$ cat src/hdl/pdf_pkg.sv
// Package for the sum16 packet deframer: framing states, register indexes,
// field widths and the controller/datapath command and status bundles.
// No dependencies.
`timescale 1ns / 1ps

package pdf_pkg;

	// Fixed field widths
	localparam int BYTE_W  = 8;
	localparam int SIZE_W  = 7;
	localparam int IDX_W   = 6;
	localparam int SUM_W   = 16;
	localparam int CIDX_W  = 2;

	// Configuration register indexes
	localparam logic [CIDX_W-1:0] REG_SYNC_BYTE     = 2'd0;
	localparam logic [CIDX_W-1:0] REG_TYPE_LIMIT    = 2'd1;
	localparam logic [CIDX_W-1:0] REG_PAYLOAD_LIMIT = 2'd2;

	// Configuration reset values
	localparam logic [BYTE_W-1:0] SYNC_BYTE_RST     = 8'd0;
	localparam logic [BYTE_W-1:0] TYPE_LIMIT_RST    = 8'd255;
	localparam logic [SIZE_W-1:0] PAYLOAD_LIMIT_RST = 7'd64;

	// Framing phases
	typedef enum logic [2:0] {
		PH_SYNC1 = 3'd0,
		PH_SYNC2 = 3'd1,
		PH_TYPE  = 3'd2,
		PH_SIZE  = 3'd3,
		PH_DATA  = 3'd4,
		PH_SUMHI = 3'd5,
		PH_SUMLO = 3'd6,
		PH_EMIT  = 3'd7
	} pdf_phase_t;

	// Controller to datapath
	typedef struct packed {
		logic cap_type;   // latch type, seed the sum
		logic cap_size;   // latch size, clear byte count
		logic wr_data;    // store payload byte, add to sum
		logic cap_sumhi;  // latch checksum high byte
		logic emit_clr;   // restart readout index
		logic emit_load;  // load one result into the output register
	} pdf_cmd_t;

	// Datapath to controller
	typedef struct packed {
		logic sync_match; // rx byte equals sync byte
		logic type_ok;    // rx byte in 1..type_limit
		logic size_ok;    // rx byte within payload limit
		logic rx_zero;    // rx byte is zero
		logic data_done;  // this payload byte is the last one
		logic sum_match;  // received checksum equals running sum
		logic emit_last;  // readout index is on the final result
		logic out_free;   // output register can take a result
	} pdf_stat_t;

endpackage

$ cat src/hdl/pdf_ctrl.sv
// Framing controller for the sum16 packet deframer: phase register and
// command decode. Depends on pdf_pkg.
`timescale 1ns / 1ps

module pdf_ctrl (
	input  logic              clk,
	input  logic              arst_n,
	input  logic              in_valid,
	output logic              in_stall,
	input  pdf_pkg::pdf_stat_t stat,
	output pdf_pkg::pdf_cmd_t  cmd,
	output logic              emitting
);
	import pdf_pkg::*;

	pdf_phase_t state_q;
	pdf_phase_t state_d;
	logic       take;

	// Phase register
	always_ff @(posedge clk or negedge arst_n) begin
		if (!arst_n) begin
			state_q <= PH_SYNC1;
		end else begin
			state_q <= state_d;
		end
	end

	// Next phase and commands
	always_comb begin
		state_d  = state_q;
		cmd      = '0;
		in_stall = (state_q == PH_EMIT);
		emitting = (state_q == PH_EMIT);
		take     = in_valid && !in_stall;
		case (state_q)
			PH_SYNC1: begin
				if (take) begin
					state_d = stat.sync_match ? PH_SYNC2 : PH_SYNC1;
				end
			end
			PH_SYNC2: begin
				if (take) begin
					state_d = stat.sync_match ? PH_TYPE : PH_SYNC1;
				end
			end
			PH_TYPE: begin
				if (take) begin
					if (stat.type_ok) begin
						cmd.cap_type = 1'b1;
						state_d      = PH_SIZE;
					end else begin
						state_d = PH_SYNC1;
					end
				end
			end
			PH_SIZE: begin
				if (take) begin
					if (stat.size_ok) begin
						cmd.cap_size = 1'b1;
						state_d      = stat.rx_zero ? PH_SUMHI : PH_DATA;
					end else begin
						state_d = PH_SYNC1;
					end
				end
			end
			PH_DATA: begin
				if (take) begin
					cmd.wr_data = 1'b1;
					if (stat.data_done) begin
						state_d = PH_SUMHI;
					end
				end
			end
			PH_SUMHI: begin
				if (take) begin
					cmd.cap_sumhi = 1'b1;
					state_d       = PH_SUMLO;
				end
			end
			PH_SUMLO: begin
				if (take) begin
					if (stat.sum_match) begin
						cmd.emit_clr = 1'b1;
						state_d      = PH_EMIT;
					end else begin
						state_d = PH_SYNC1;
					end
				end
			end
			PH_EMIT: begin
				// one result per free output slot
				if (stat.out_free) begin
					cmd.emit_load = 1'b1;
					if (stat.emit_last) begin
						state_d = PH_SYNC1;
					end
				end
			end
			default: begin
				state_d = PH_SYNC1;
			end
		endcase
	end

endmodule

$ cat src/hdl/pdf_dp.sv
// Datapath for the sum16 packet deframer: frame registers, running sum,
// payload memory and the output register. Depends on pdf_pkg.
`timescale 1ns / 1ps

module pdf_dp #(
	parameter int MAX_PAYLOAD = 64
) (
	input  logic                         clk,
	input  logic                         arst_n,
	input  logic [pdf_pkg::BYTE_W-1:0]   rx_byte,
	input  logic [pdf_pkg::BYTE_W-1:0]   sync_byte,
	input  logic [pdf_pkg::BYTE_W-1:0]   type_limit,
	input  logic [pdf_pkg::SIZE_W-1:0]   payload_limit,
	input  pdf_pkg::pdf_cmd_t             cmd,
	output pdf_pkg::pdf_stat_t            stat,
	input  logic                         out_stall,
	output logic                         out_valid,
	output logic [pdf_pkg::BYTE_W-1:0]   pkt_type,
	output logic [pdf_pkg::SIZE_W-1:0]   pkt_size,
	output logic [pdf_pkg::IDX_W-1:0]    byte_index,
	output logic [pdf_pkg::BYTE_W-1:0]   payload_byte,
	output logic                         has_byte,
	output logic                         last
);
	import pdf_pkg::*;

	localparam int AW = (MAX_PAYLOAD > 1) ? $clog2(MAX_PAYLOAD) : 1;
	localparam logic [SIZE_W-1:0] MAX_SIZE = SIZE_W'(MAX_PAYLOAD);

	logic [BYTE_W-1:0] frame_type_q;
	logic [SIZE_W-1:0] frame_size_q;
	logic [SIZE_W-1:0] count_q;
	logic [BYTE_W-1:0] sum_hi_q;
	logic [SUM_W-1:0]  sum_q;
	logic [IDX_W-1:0]  emit_idx_q;
	logic [BYTE_W-1:0] payload_mem [MAX_PAYLOAD];

	logic              out_valid_q;
	logic [BYTE_W-1:0] out_type_q;
	logic [SIZE_W-1:0] out_size_q;
	logic [IDX_W-1:0]  out_idx_q;
	logic [BYTE_W-1:0] rd_data_q;
	logic              out_has_q;
	logic              out_last_q;

	logic [SIZE_W-1:0] size_lim;
	logic [SIZE_W-1:0] count_inc;
	logic [SIZE_W-1:0] emit_inc;
	logic              pkt_empty;

	// Status decode
	assign size_lim  = (payload_limit > MAX_SIZE) ? MAX_SIZE : payload_limit;
	assign count_inc = count_q + SIZE_W'(1);
	assign emit_inc  = {1'b0, emit_idx_q} + SIZE_W'(1);
	assign pkt_empty = (frame_size_q == '0);

	always_comb begin
		stat.sync_match = (rx_byte == sync_byte);
		stat.type_ok    = (rx_byte != '0) && (rx_byte <= type_limit);
		stat.size_ok    = ({1'b0, size_lim} >= rx_byte);
		stat.rx_zero    = (rx_byte == '0);
		stat.data_done  = (count_inc >= frame_size_q);
		stat.sum_match  = ({sum_hi_q, rx_byte} == sum_q);
		stat.emit_last  = pkt_empty || (emit_inc == frame_size_q);
		stat.out_free   = !out_valid_q || !out_stall;
	end

	// Frame header, byte count and running checksum
	always_ff @(posedge clk or negedge arst_n) begin
		if (!arst_n) begin
			frame_type_q <= '0;
			frame_size_q <= '0;
			count_q      <= '0;
			sum_hi_q     <= '0;
			sum_q        <= '0;
			emit_idx_q   <= '0;
		end else begin
			if (cmd.cap_type) begin
				frame_type_q <= rx_byte;
				sum_q        <= {{(SUM_W-BYTE_W){1'b0}}, rx_byte};
			end
			if (cmd.cap_size) begin
				frame_size_q <= rx_byte[SIZE_W-1:0];
				count_q      <= '0;
				sum_q        <= sum_q + {{(SUM_W-BYTE_W){1'b0}}, rx_byte};
			end
			if (cmd.wr_data) begin
				count_q <= count_inc;
				sum_q   <= sum_q + {{(SUM_W-BYTE_W){1'b0}}, rx_byte};
			end
			if (cmd.cap_sumhi) begin
				sum_hi_q <= rx_byte;
			end
			if (cmd.emit_clr) begin
				emit_idx_q <= '0;
			end else if (cmd.emit_load) begin
				emit_idx_q <= emit_inc[IDX_W-1:0];
			end
		end
	end

	// Payload memory write port
	always_ff @(posedge clk) begin
		if (cmd.wr_data) begin
			payload_mem[count_q[AW-1:0]] <= rx_byte;
		end
	end

	// Registered read port feeds the output register directly
	always_ff @(posedge clk) begin
		if (cmd.emit_load) begin
			rd_data_q  <= payload_mem[emit_idx_q[AW-1:0]];
			out_type_q <= frame_type_q;
			out_size_q <= frame_size_q;
			out_idx_q  <= emit_idx_q;
			out_has_q  <= !pkt_empty;
			out_last_q <= stat.emit_last;
		end
	end

	// Output beat valid
	always_ff @(posedge clk or negedge arst_n) begin
		if (!arst_n) begin
			out_valid_q <= 1'b0;
		end else if (cmd.emit_load) begin
			out_valid_q <= 1'b1;
		end else if (!out_stall) begin
			out_valid_q <= 1'b0;
		end
	end

	assign out_valid    = out_valid_q;
	assign pkt_type     = out_type_q;
	assign pkt_size     = out_size_q;
	assign byte_index   = out_idx_q;
	assign payload_byte = out_has_q ? rd_data_q : '0;
	assign has_byte     = out_has_q;
	assign last         = out_last_q;

endmodule

$ cat src/hdl/packet_deframer_sum16.sv
// Top level of the sum16 packet deframer: configuration registers and the
// controller/datapath pair. Depends on pdf_pkg, pdf_ctrl and pdf_dp.
//
//  Channel   Dir  Handshake             Beat contents
//  in        in   in_valid / in_stall   rx_byte
//  out       out  out_valid / out_stall pkt_type, pkt_size, byte_index,
//                                       payload_byte, has_byte, last
//  cfg       in   cfg_we                cfg_index, cfg_data
//
// One received byte is taken per cycle while framing.
// A frame that passes its checksum is read out of the payload memory as
// max(size, 1) results at one result per cycle, set by the single read port;
// in_stall is high for that readout and drops as the last result loads.
// out_stall holds the output register and pauses the readout.
// Reset clears the framing state and loads the register defaults; the payload
// memory is not cleared and needs no pass after reset.
`timescale 1ns / 1ps

module packet_deframer_sum16 #(
	parameter int MAX_PAYLOAD = 64
) (
	input  logic                         clk,
	input  logic                         arst_n,
	input  logic                         in_valid,
	output logic                         in_stall,
	input  logic [pdf_pkg::BYTE_W-1:0]   rx_byte,
	output logic                         out_valid,
	input  logic                         out_stall,
	output logic [pdf_pkg::BYTE_W-1:0]   pkt_type,
	output logic [pdf_pkg::SIZE_W-1:0]   pkt_size,
	output logic [pdf_pkg::IDX_W-1:0]    byte_index,
	output logic [pdf_pkg::BYTE_W-1:0]   payload_byte,
	output logic                         has_byte,
	output logic                         last,
	input  logic                         cfg_we,
	input  logic [pdf_pkg::CIDX_W-1:0]   cfg_index,
	input  logic [pdf_pkg::BYTE_W-1:0]   cfg_data
);
	import pdf_pkg::*;

	logic [BYTE_W-1:0] sync_byte_q;
	logic [BYTE_W-1:0] type_limit_q;
	logic [SIZE_W-1:0] payload_limit_q;
	pdf_cmd_t          cmd;
	pdf_stat_t         stat;
	logic              emitting;

	// Configuration registers; unknown indexes are ignored
	always_ff @(posedge clk or negedge arst_n) begin
		if (!arst_n) begin
			sync_byte_q     <= SYNC_BYTE_RST;
			type_limit_q    <= TYPE_LIMIT_RST;
			payload_limit_q <= PAYLOAD_LIMIT_RST;
		end else if (cfg_we) begin
			case (cfg_index)
				REG_SYNC_BYTE:     sync_byte_q     <= cfg_data;
				REG_TYPE_LIMIT:    type_limit_q    <= cfg_data;
				REG_PAYLOAD_LIMIT: payload_limit_q <= cfg_data[SIZE_W-1:0];
				default: begin
				end
			endcase
		end
	end

	pdf_ctrl u_ctrl (
		.clk      (clk),
		.arst_n   (arst_n),
		.in_valid (in_valid),
		.in_stall (in_stall),
		.stat     (stat),
		.cmd      (cmd),
		.emitting (emitting)
	);

	pdf_dp #(
		.MAX_PAYLOAD (MAX_PAYLOAD)
	) u_dp (
		.clk           (clk),
		.arst_n        (arst_n),
		.rx_byte       (rx_byte),
		.sync_byte     (sync_byte_q),
		.type_limit    (type_limit_q),
		.payload_limit (payload_limit_q),
		.cmd           (cmd),
		.stat          (stat),
		.out_stall     (out_stall),
		.out_valid     (out_valid),
		.pkt_type      (pkt_type),
		.pkt_size      (pkt_size),
		.byte_index    (byte_index),
		.payload_byte  (payload_byte),
		.has_byte      (has_byte),
		.last          (last)
	);

`ifndef NO_ASSERTIONS
	// Readout only loads results while input is held off
	a_emit_stalls_input: assert property (@(posedge clk) disable iff (!arst_n)
		cmd.emit_load |-> emitting && in_stall)
		else $error("result loaded while input open");

	// An empty-packet beat carries size zero and closes the packet
	a_empty_pkt: assert property (@(posedge clk) disable iff (!arst_n)
		out_valid && !has_byte |-> last && (pkt_size == '0) && (byte_index == '0))
		else $error("bad empty-packet beat");

	// The final payload beat sits at size minus one
	a_last_index: assert property (@(posedge clk) disable iff (!arst_n)
		out_valid && has_byte && last |-> ({1'b0, byte_index} + 7'd1) == pkt_size)
		else $error("last flag on wrong index");

	// Within a packet the next beat follows at once with the next index
	a_burst_cont: assert property (@(posedge clk) disable iff (!arst_n)
		out_valid && !out_stall && !last |=>
			out_valid && (byte_index == $past(byte_index) + 6'd1))
		else $error("gap or skip in readout");
`endif

endmodule

$ cat config.mk
export PLATFORM = sky130hd
export DESIGN_NAME = packet_deframer_sum16
export DESIGN_NICKNAME = d
export VERILOG_FILES = /design/src/hdl/pdf_pkg.sv /design/src/hdl/pdf_ctrl.sv /design/src/hdl/pdf_dp.sv /design/src/hdl/packet_deframer_sum16.sv
export SDC_FILE = /design/constraint.sdc
export NUM_CORES = 1
export LEC_CHECK = 0
export BUFFER_PORTS_ARGS = -buffer_cell sky130_fd_sc_hd__buf_2
export CAP_MARGIN = 40
export CORE_ASPECT_RATIO = 1.4
export CORE_MARGIN = 3
export CORE_UTILIZATION = 55
export CTS_CLUSTER_SIZE = 10
export DETAILED_ROUTE_END_ITERATION = 7
export PLACE_DENSITY = 0.69
export SLEW_MARGIN = 40
export SYNTH_ARGS = -nofsm -noshare
export SYNTH_HDL_FRONTEND = slang
export SYNTH_SLANG_ARGS = --single-unit
$ cat constraint.sdc
create_clock -name clk -period 4.7 [get_ports clk]
set_input_delay 0.47 -clock clk [delete_from_list [all_inputs] [get_ports clk]]
set_output_delay 0.47 -clock clk [all_outputs]
set_load 0.02 [all_outputs]
After elaboration in Yosys (flattened, before gate mapping):

Memory sizes are Yosys's and may differ from the RTL's. A register that Yosys moved wholly into a read port is not among the register bits.
Index checks and enable logic that the tools add are counted.

* add/subtract/negate cells: 3
* order comparisons: 4
* eq/ne operators: 23
* multiplexer cells: 44
* reduce and logical (&&, ||, !) cells: 20

Operators by type and width (count)
* two-way mux 16 bit: 3
* two-way mux 3 bit: 12
* one-hot mux 3 bit (8 select lines): 1
* two-way mux 7 bit: 3
* two-way mux 1 bit: 20
* inequality test 2 x 1 -> 1 bit (second input constant): 10
* adder 16 x 8 -> 16 bit: 1
* equality test 16 bit: 1
* equality test 3 bit (second input constant): 4
* two-way mux 6 bit: 2
* AND reduction 10 bit: 1
* equality test 8 bit: 1
* >= comparator 7 x 8 -> 1 bit: 1
* less-or-equal comparator 8 bit: 1
* zero test 8 bit: 1
* two-way mux 8 bit: 1
* nonzero test 8 bit: 1
* adder 6 x 1 -> 7 bit (second input constant): 1
* adder 7 x 1 -> 7 bit (second input constant): 1
* equality test 7 bit: 1
* >= comparator 7 bit: 1
* > comparator 7 bit (second input constant): 1
* zero test 7 bit: 1
* equality test 3 x 2 -> 1 bit (second input constant): 2
* other kinds (13): 22

* bits in registers: 102
* bits in writable memories: 512
* bits of input ports: 23
* output and inout port bits: 33
* memories: 1

Memories
* u_dp.payload_mem: depth 64, bits a word 8, rd ports 1, clocked after memory_dff 1, write ports 1, line pdf_dp.sv:36 `logic [BYTE_W-1:0] payload_mem [MAX_PAYLOAD];`

Depth between registers and ports, before layout:

Gate-level depths: netlist (run 1).

* word-level depth: 8
* mapped depth: 11
* depth with buffers taken out: 10

Hierarchy:

From an unflattened synthesis (run 1), not the netlist that was laid out.

* cells, all modules: 1406
* area, all modules: 25469.4 um^2

Modules (own cells, without submodules)
* pdf_dp: times used 1, cells an instance 1317, area an instance 24245.8 um^2, sequential area each 17631.9 um^2
* packet_deframer_sum16: times used 1, cells an instance 49, area an instance 887.1 um^2, sequential area each 586.8 um^2
* pdf_ctrl: times used 1, cells an instance 40, area an instance 336.6 um^2, sequential area each 75.1 um^2

Worst setup path after synthesis (run 1):

OpenSTA, ideal clock, no wires.

* path type: register to register
* start: register u_dp.emit_idx_q[1]
* end: register u_dp.rd_data_q[2], read port of u_dp.payload_mem (data pin)
* setup time: 272 ps
* arrival time: 2348 ps
* data required time: 4428 ps
* slack: 2080 ps
* stages on the path, launching flop included: 7
* buffers on the path: 3
* period minus slack after synthesis: 2620 ps
* cells stage by stage: dfrtp_1 > clkbuf_1 > clkbuf_1 > buf_1 > mux4_2 > mux4_2 > mux4_2

RTL lines
* start: declaration: line pdf_dp.sv:35 `logic [IDX_W-1:0] emit_idx_q;`
* start signal: assignment: line pdf_dp.sv:97 `emit_idx_q <= emit_inc[IDX_W-1:0];`
* end: declaration: line pdf_dp.sv:42 `logic [BYTE_W-1:0] rd_data_q;`

Worst setup path after layout (run 1):

* start: register u_ctrl.state_q[0]
* end: memory u_dp.payload_mem[29][7] (enable)

* word-level cells in the longest chain between the ends: 7

Ends and longest elaborated chain
* start: declaration: line pdf_ctrl.sv:16 `pdf_phase_t state_q;`
* start signal: assignment: line pdf_ctrl.sv:25 `state_q <= state_d;`
* equality test 3 bit: line pdf_ctrl.sv:33 `in_stall = (state_q == PH_EMIT);`
* zero test 1 bit: line pdf_ctrl.sv:35 `take = in_valid && !in_stall;`
* logical AND 1 bit: line pdf_ctrl.sv:35
* two-way mux 1 bit: line pdf_ctrl.sv:68 `if (take) begin`
* two-way mux 1 bit *: line pdf_ctrl.sv:36 `case (state_q)`
* two-way mux 1 bit *: line pdf_dp.sv:104 `if (cmd.wr_data) begin`
* two-way mux 1 bit (not written as such) *: line pdf_dp.sv:105 `payload_mem[count_q[AW-1:0]] <= rx_byte;`
* end: declaration: line pdf_dp.sv:36

Mark *: on every way between the ends. The rest lies on a longest branch, timed or not.

==> impl_metrics.toml, run 1 <==
[outcome]
status = "complete, no violations"

[yosys]
ys_ff_latch = 622
ys.flop_type = "edfxtp_1"
ys_seq_area_share_pct = 72.0
synthesis.yosys.warnings = 0
synth_edf_count = 543
synth_fp_nets = 1374
async_flop_share_pct = 12.7
synthDistinctLibCells = 56
synth.avg_cell_area_sq_um = 19.3
synth_area_sq_um = 25400
netlist_instances = 1318

[layout]
nets = 1475
design_area_sq_um = 28600
stdcell_count = 2060
num_antenna_cells = 0
post-route-util_pct = 63.0
drive_gt1_share_pct = 29.7
syn_to_final_growth_pct = 12.4

[drt]
drcViolationCount = 0
wl_per_cell_microns = 26.5
vias_per_cell = 6.14
ant_nets = 0
wirelength_microns = 54700
drt_iter0_markers = 1037
drtPass1Iterations = 7
num_vias = 12700

[setup_path]
cp.arrival_ns = 3.41
path_class = "reg2reg"
required_ns = 4.89
crit_fanout = 11
critPathCaptureType = "flip-flop"
cp-start-kind = "flip-flop"

[clocking]
clk_latency_ns = 0.58
clkSinkCount = 622
ctsResizeCount = 0
cts-root-buf = "clkbuf_16"
clock_path_buffers = 3
cts_hold_buffers = 1
post_cts_buffers = 0
clkTransAtPathRegs_ns = 0.06
cts_tree = "built"
numCtsBuffers = 72
htreeDepth = 3

[die]
start_util_pct = 56.0
rows = 92
dieArea_sq_um = 48900
fp.dieW_microns = 188
pin_count = 56
core_area_sq_um = 45400
die_y_microns = 260

[power_and_ir_drop]
power_density_nw_per_um2 = 409
ir_drop_mv = 0.321
p_leak_nw = 9.27

[grt]
grt_pass1_vias = 13300
grtUsageTotal_pct = 23.2
grt_remaining_overflow = 0
antenna_found_initial = 1
grt_max_degree = 69
grt_pass1_wl_microns = 83800

[timing]
whs_ns = 0.113
rsz0062_at_grt = "no"
slew_viol_final = 0
tightest_slew_ns = 0.833
fmax_ghz = 0.311
finClkSkew_ns = 0.0186
min_period_ns = 3.21
setup-tns-final_ns = 0
max-slew-margin-rel_pct = 44.3
setup_viol = 0
finalHoldViolCount = 0
period_share_pct = 68.4

[placement]
post-place-cells = 1955
placed_cell_area_sq_um = 26500
gp_congestion = 0.793
dp_hpwl_microns = 35400
port_buffers = 55

[flow_run]
maxCapViolations = 0

[min_path]
min_path_type = "in2reg"
==> report_power, final <==
part	switching (W)	internal, W	total [W]	leakage (nW)
logic	0.000341	0.000261	0.000603	2.47
clock network	0.00204	0.00283	0.00487	0.967
registers	0.0000941	0.00613	0.00623	5.83
total	0.00248	0.00922	0.0117	9.27
==> path summary, 6_finish.rpt <==
check,from,endpoint,slack (ns),cells after the start
hold / removal,out_stall,u_dp.out_valid,0.11,3
setup reg to reg,u_ctrl.state_q[0],u_dp.payload_mem[29][7],1.49,4
hold reg to reg,u_dp.frame_type_q[2],u_dp.pkt_type[2],0.45,0
setup / recovery,u_ctrl.state_q[0],u_dp.payload_mem[29][7],1.49,4
max in group asynchronous,arst_n,type_limit_q[6],3.36,3
min in group asynchronous,arst_n,u_dp.sum_q[3],0.48,2
==> critical path: stages, from the launching register on <==
cell     delay [ns]
dfrtp_1        0.49
nor3b_1        0.34
and2_1         0.40
nand3_1        0.69
nor2_1         0.90
==> kinds of logic (layout without fill, tap and decap cells) <==
kind of cell,count (synthesis),in the layout,synth area share [%]
and+or+nand+nor,240,240,4.54
adders and majority gates,33,33,1.65
DFF,622,622,72.0
xor gates and xnor gates,40,40,1.38
AOI/OAI and AO/OA,79,79,1.93
muxes,215,215,16.9
buffers and inverters,89,220,1.63
==> flip-flops by register name (all words and copies together) (netlist names) <==
signal / flops
u_dp.count_q: 7
u_dp.sum_hi_q: 8
u_dp.rd_data_q: 8
u_dp.pkt_type: 8
u_dp.byte_index: 6
u_dp.emit_idx_q: 6
u_dp.out_valid: 1
type_limit_q: 8
u_dp.pkt_size: 7
u_ctrl.state_q: 3
u_dp.frame_type_q: 8
u_dp.sum_q: 16
u_dp.last: 1
u_dp.frame_size_q: 7
payload_limit_q: 7
u_dp.payload_mem: 512
sync_byte_q: 8
u_dp.has_byte: 1
==> placed cells by master, fill, tap and decap left out, types with 12 or more instances in the layout <==
master,Yosys,layout
clkbuf_1,29,22
edfxtp_1,543,543
ha_1,32,32
xnor2_1,22,22
dfrtp_1,70,66
inv_1,30,30
xor2_1,18,18
nor2_1,88,41
mux2_2,33,33
buf_2,10,55
a21oi_1,12,12
clkbuf_16,0,73
nand2_1,52,52
buf_4,0,26
nor2_2,0,47
o21ai_0,33,33
mux4_2,168,168
mux2i_1,13,13
nand3_1,17,17
==> Yosys cell counts (all sizes together) (18+ instances only) <==
cell / instances / area [sq um]
clkbuf: 29 / 109
inv: 30 / 113
buf: 29 / 189
o21ai: 35 / 175
nand2: 52 / 195
mux4: 168 / 3780
xor2: 18 / 158
dfrtp: 70 / 1750
xnor2: 22 / 193
nor2: 88 / 330
edfxtp: 543 / 16300
ha: 32 / 400
mux2: 34 / 383
==> per-stage QoR <==
stage | total power (W) | setup slack, ns
2_1_floorplan | 0.00670 | 2.08
3_3_place_gp | 0.00692 | 1.42
3_5_place_dp | 0.00694 | 1.34
4_1_cts | 0.0118 | 1.49
5_1_grt | 0.0121 | 1.21
6_report | 0.0117 | 1.49
==> layout make-up <==
type / instances / area (sq um)
fill: 3209 / 16800
timing repair buffer: 85 / 541
sequential: 622 / 18300
multi-input combinational: 607 / 6830
clock inverter: 9 / 93.8
clock buffer: 95 / 1910
tap: 611 / 764
inverter: 31 / 118
==> routing by layer <==
metal	wire length [microns]	global-route usage [%]
met5	0	0
met4	2340	10.6
met3	3490	4.84
met1	20300	28.9
met2	28500	39.6
Power figures use the tool's default switching activity.
==> run 2: changes to the inputs <==
==> constraint.sdc (replaced) <==
create_clock -name clk -period 3.4 [get_ports clk]
set_input_delay 0.34 -clock clk [delete_from_list [all_inputs] [get_ports clk]]
set_output_delay 0.34 -clock clk [all_outputs]
set_load 0.02 [all_outputs]
==> run 2 against run 1 <==
Compared with the run above: power is 39% higher; critical path depth is 5 higher; global-route usage is 1.3 points higher; clock power is 38% higher; sequential share of layout area is 1.3 points lower; hold slack worse by 0.076 ns; core utilization is 1.3 points higher; die area stayed put.
==> impl_metrics.toml, run 2 (synthesized netlist as in run 1, its figures left out) <==
[outcome]
status = "complete, no violations"

[timing]
whs_ns = 0.0365
rsz0062_at_grt = "no"
min_period_ns = 2.82
tightest_slew_ns = 0.823
finClkSkew_ns = 0.0164
setup_viol = 0
slew_viol_final = 0
setup-tns-final_ns = 0
period_share_pct = 82.9
setup_ws_ns = 0.583
finalHoldViolCount = 0
fmax_ghz = 0.355
max-slew-margin-rel_pct = 45.1

[setup_path]
crit_chain = "nand2b_1, ha_1, nand2b_1, a21o_1, a21o_1, a31oi_1, nor4_1, or4_1, mux2_1"
cp.arrival_ns = 3.28
path_class = "reg2reg"
max_stage_delay_ns = 0.61
critPathCaptureType = "flip-flop"
cpLargestDelayFamily = "simple AND/OR/NAND/NOR gates"
rrSetupSlack_ns = 0.58
cp_slowest_cell = "dfstp_2"
path_buf_inv = 0
crit_fanout = 8
cp-start-kind = "flip-flop"
required_ns = 3.86

[die]
die_y_microns = 260
rows = 92
dieArea_sq_um = 48900
core_area_sq_um = 45400
start_util_pct = 56.0
fp.dieW_microns = 188
pin_count = 56

[placement]
dp_slack_ns = 0.556
placed_cell_area_sq_um = 27100
dp_hpwl_microns = 38100
gp_congestion = 0.847
port_buffers = 55

[layout]
nets = 1561
syn_to_final_growth_pct = 14.7
largest_reg_flops = 512
register_area_sq_um = 18300
final_common_cell = "edfxtp_1"
multi_input_area_sq_um = 6710
fillers = 3181
drive_gt1_share_pct = 30.6
design_area_sq_um = 29200
num_antenna_cells = 0
layout.cells.most_common_list = "edfxtp_1 (543), mux4_2 (168), buf_4 (103)"

[grt]
antenna_found_initial = 1
grtUsageTotal_pct = 24.5
grt_max_degree = 68
grt_pass1_vias = 13600
grt_remaining_overflow = 0
grt_pass1_wl_microns = 88200

[drt]
drcViolationCount = 0
wirelength_microns = 58100
num_vias = 13100
ant_nets = 0
wl_per_cell_microns = 27.1
drt_iter0_markers = 1239
vias_per_cell = 6.12
drtPass1Iterations = 5

[clocking]
clock_path_buffers = 3
clkTransAtPathRegs_ns = 0.05
cts_tree = "built"
ctsResizeCount = 0
clkSinkCount = 622
numCtsBuffers = 72
htreeDepth = 3
clk_latency_ns = 0.59
post_cts_buffers = 0
cts-root-buf = "clkbuf_16"

[flow_run]
maxCapViolations = 0

[power_and_ir_drop]
p_leak_nw = 9.75
ir_drop_mv = 0.427
power_density_nw_per_um2 = 555

[min_path]
min_path_type = "in2reg"
[run 2: cell types whose count changed in the layout (fill, tap and decap cells not counted)]
cell,previous run,this run
inv_6,2,3
nor2_2,47,0
buf_4,26,103
dlygate4sd3_1,1,3
dfrtp_2,1,2
nor2_1,41,88
dfrtp_4,3,2
buf_12,3,10
buf_6,0,1
inv_16,0,1
buf_2,55,54
clkinv_8,4,2
clkinv_1,3,2
clkbuf_1,22,18
[run 2: final timing paths]
path / start / end / depth (start not counted)
setup / recovery: payload_limit_q[6] / u_ctrl.state_q[0] / 9
hold reg to reg: u_dp.frame_type_q[6] / u_dp.pkt_type[6] / 0
max in group asynchronous: arst_n / u_dp.sum_q[5] / 3
setup reg to reg: payload_limit_q[6] / u_ctrl.state_q[0] / 9
min in group asynchronous: arst_n / u_dp.sum_hi_q[7] / 2
hold / removal: cfg_data[1] / sync_byte_q[1] / 2
[run 2: per-layer routing]
metal / wire length, microns / part of all wire, % / vias to the layer above / GRT usage, %
li1: - / - / 5626 / -
met1: 22400 / 39 / 6890 / 32.0
met2: 30700 / 53 / 501 / 42.6
met3: 3420 / 5.9 / 81 / 3.95
met4: 1600 / 2.7 / 0 / 8.36
met5: 0 / 0 / - / 0
[run 2: layout make-up]
type / count / share of cell area [%]
Sequential cell: 622 / 62.8
Multi-Input combinational cell: 607 / 23.0
Clock buffer: 91 / 6.50
Timing Repair Buffer: 171 / 4.41
Tap cell: 611 / 2.62
Inverter: 31 / 0.399
Clock inverter: 8 / 0.300
[run 2: timing repair]
item | in CTS | in global routing
hold buffers | 3 | 0
endpoints found under the setup margin | 0 | 0
endpoints found under the hold margin | 58 | 0
[run 2: per-stage QoR]
step / util (%) / power [W] / cells
2_1_floorplan: - / 0.00926 / 1318
3_3_place_gp: 59.9 / 0.00957 / 2039
3_5_place_dp: 59.9 / 0.00961 / 2039
4_1_cts: 64.3 / 0.0163 / 2141
5_1_grt: 64.3 / 0.0167 / 2141
6_report: 64.3 / 0.0162 / 2141
[run 2: power breakdown]
group / internal, W / switching, W / leakage, nW
sequential: 0.00848 / 0.000124 / 5.83
combinational: 0.000369 / 0.000499 / 2.95
clock: 0.00389 / 0.00284 / 0.963
total: 0.0127 / 0.00346 / 9.75
==> run 3: changes to the inputs <==
--- a/config.mk
+++ b/config.mk
@@ -12,7 +12,7 @@
 export CORE_UTILIZATION = 55
 export CTS_CLUSTER_SIZE = 10
 export DETAILED_ROUTE_END_ITERATION = 7
-export PLACE_DENSITY = 0.69
+export PLACE_DENSITY = 0.72
 export SLEW_MARGIN = 40
 export SYNTH_ARGS = -nofsm -noshare
 export SYNTH_HDL_FRONTEND = slang
==> constraint.sdc (replaced) <==
create_clock -name clk -period 2.3 [get_ports clk]
set_input_delay 0.23 -clock clk [delete_from_list [all_inputs] [get_ports clk]]
set_output_delay 0.23 -clock clk [all_outputs]
set_load 0.02 [all_outputs]
==> run 3 against run 2 <==
Compared with the run above: the run now ends with setup timing left; clock power rose by 48%; clock skew is 0.0071 ns higher; die area did not move; power grew 51%; critical endpoint is now u_dp.rd_data_q[6]; largest cell class unchanged; largest power group unchanged.
==> impl_metrics.toml, run 3 (synthesized netlist as in run 1, its figures left out) <==
[clocking]
clock_path_buffers = 3
clk_latency_ns = 0.60
cts-root-buf = "clkbuf_16"
htreeDepth = 3
cts_tree = "built"
numCtsBuffers = 72
clkSinkCount = 622
clkTransAtPathRegs_ns = 0.06

[drt]
ant_nets = 0
wirelength_microns = 63700
drtPass1Iterations = 7
drcViolationCount = 0
vias_per_cell = 6.21
wl_per_cell_microns = 28.3
num_vias = 14000
drt_iter0_markers = 1264

[min_path]
min_path_type = "in2reg"
hold_start = "rx_byte[3]"

[layout]
drive_gt1_share_pct = 39.6
register_area_sq_um = 18300
multi_input_area_sq_um = 7220
fillers = 2846
nets = 1673
syn_to_final_growth_pct = 21.9
stdcell_count = 2253
final_common_cell = "edfxtp_1"
largest_reg_flops = 512
layout.cells.most_common_list = "edfxtp_1 (543), mux4_2 (168), buf_4 (163)"

[placement]
port_buffers = 55
gp_congestion = 0.881
dp_hpwl_microns = 38300
post-place-cells = 2116

[die]
fp.dieW_microns = 188
die_y_microns = 260
rows = 92
core_area_sq_um = 45400
pin_count = 56
dieArea_sq_um = 48900
start_util_pct = 56.0

[setup_path]
crit_path_start = "u_dp.emit_idx_q[0]"
r2r_cells = 6
cp.arrival_ns = 3.05
r2r-end = "u_dp.rd_data_q[6]"
worstReg2RegStart = "u_dp.emit_idx_q[0]"
critPathCaptureType = "flip-flop"
crit_fanout = 9
required_ns = 2.63
rrSetupSlack_ns = -0.42
path_class = "reg2reg"
worstSetupEndpoint = "u_dp.rd_data_q[6]"
cp-start-kind = "flip-flop"

[timing]
finClkSkew_ns = 0.0235
setup-tns-final_ns = -6.06
slew_viol_final = 0
setup_ws_ns = -0.416
min_period_ns = 2.72
period_share_pct = 118
fmax_ghz = 0.368
finalHoldViolCount = 0
max-slew-margin-rel_pct = 53.7
tightest_slew_ns = 0.695
rsz0062_at_grt = "yes"
setup_viol = 27

[outcome]
status = "finished, violations left"
violations = "setup timing"

[grt]
antenna_found_initial = 2
grt_remaining_overflow = 0
grt_max_degree = 68
grtUsageTotal_pct = 26.4
grt_pass1_wl_microns = 94200
grt_pass1_vias = 14800

[power_and_ir_drop]
p_leak_nw = 10.5
ir_drop_mv = 0.681
total_power_w = 0.0244
power_density_nw_per_um2 = 788

[flow_run]
maxCapViolations = 0
run 3: how the worst min path moves through the flow:
stage / end / slack, ns / cells past startpoint
2_1_floorplan: payload_limit_q[0] / -0.07 / 0
3_3_place_gp: u_dp.sum_q[11] / 0.27 / 1
3_5_place_dp: u_dp.sum_q[11] / 0.27 / 1
4_1_cts: u_dp.sum_hi_q[6] / 0.03 / 3
5_1_grt: u_dp.sum_hi_q[3] / 0.11 / 3
6_report: u_dp.sum_hi_q[3] / 0.08 / 3
run 3: cell type report:
class                   instances  share of cell area (%)
flip-flops and latches        622                    59.1
multi-input cells             607                    23.3
repair buffers                283                    8.37
clock buffers                  90                    6.13
well taps                     611                    2.47
inverters                      31                   0.375
clock inverters                 7                   0.291
diodes                          2                  0.0161
run 3: worst max-delay path, stage by stage, from the launching register on:
cell	delay, ns
dfrtp_4	0.42
buf_12	0.18
buf_4	0.16
buf_8	0.14
mux4_2	0.52
mux4_2	0.55
mux4_2	0.49
run 3: stage by stage:
step                setup WS, ns  cell area (sq um)  hold slack (ns)  util (%)
floorplan                 -0.145              25600          -0.0656         -
global placement          -0.430              28000            0.269      61.7
detailed placement        -0.456              28000            0.275      61.7
CTS                       -0.443              30600           0.0331      67.6
global route              -0.476              31000            0.107      68.3
finish                    -0.416              31000           0.0824      68.3
run 3: metal layers:
| metal | global-route usage (%) | vias up | share of wire, % |
|---|---|---|---|
| met5 | 0 | - | 0.020 |
| met4 | 9.68 | 2 | 3.0 |
| met3 | 4.80 | 130 | 6.7 |
| met2 | 47.1 | 662 | 54 |
| met1 | 32.5 | 7319 | 36 |
| li1 | - | 5874 | - |
run 3: report_power, final:
group	leakage (nW)	total (W)	internal, W	switching (W)
Sequential	5.84	0.0127	0.0125	0.000168
Clock	0.966	0.00997	0.00578	0.00419
Combinational	3.74	0.00175	0.000867	0.000879
run 3: what timing repair did:
action,in CTS,in global routing
buffers inserted,17,8
gates cloned,5,3
hold buffers,10,0
hold endpoints to repair,65,0
setup endpoints to repair,44,177
resized for setup,64,71
pin swaps,17,23
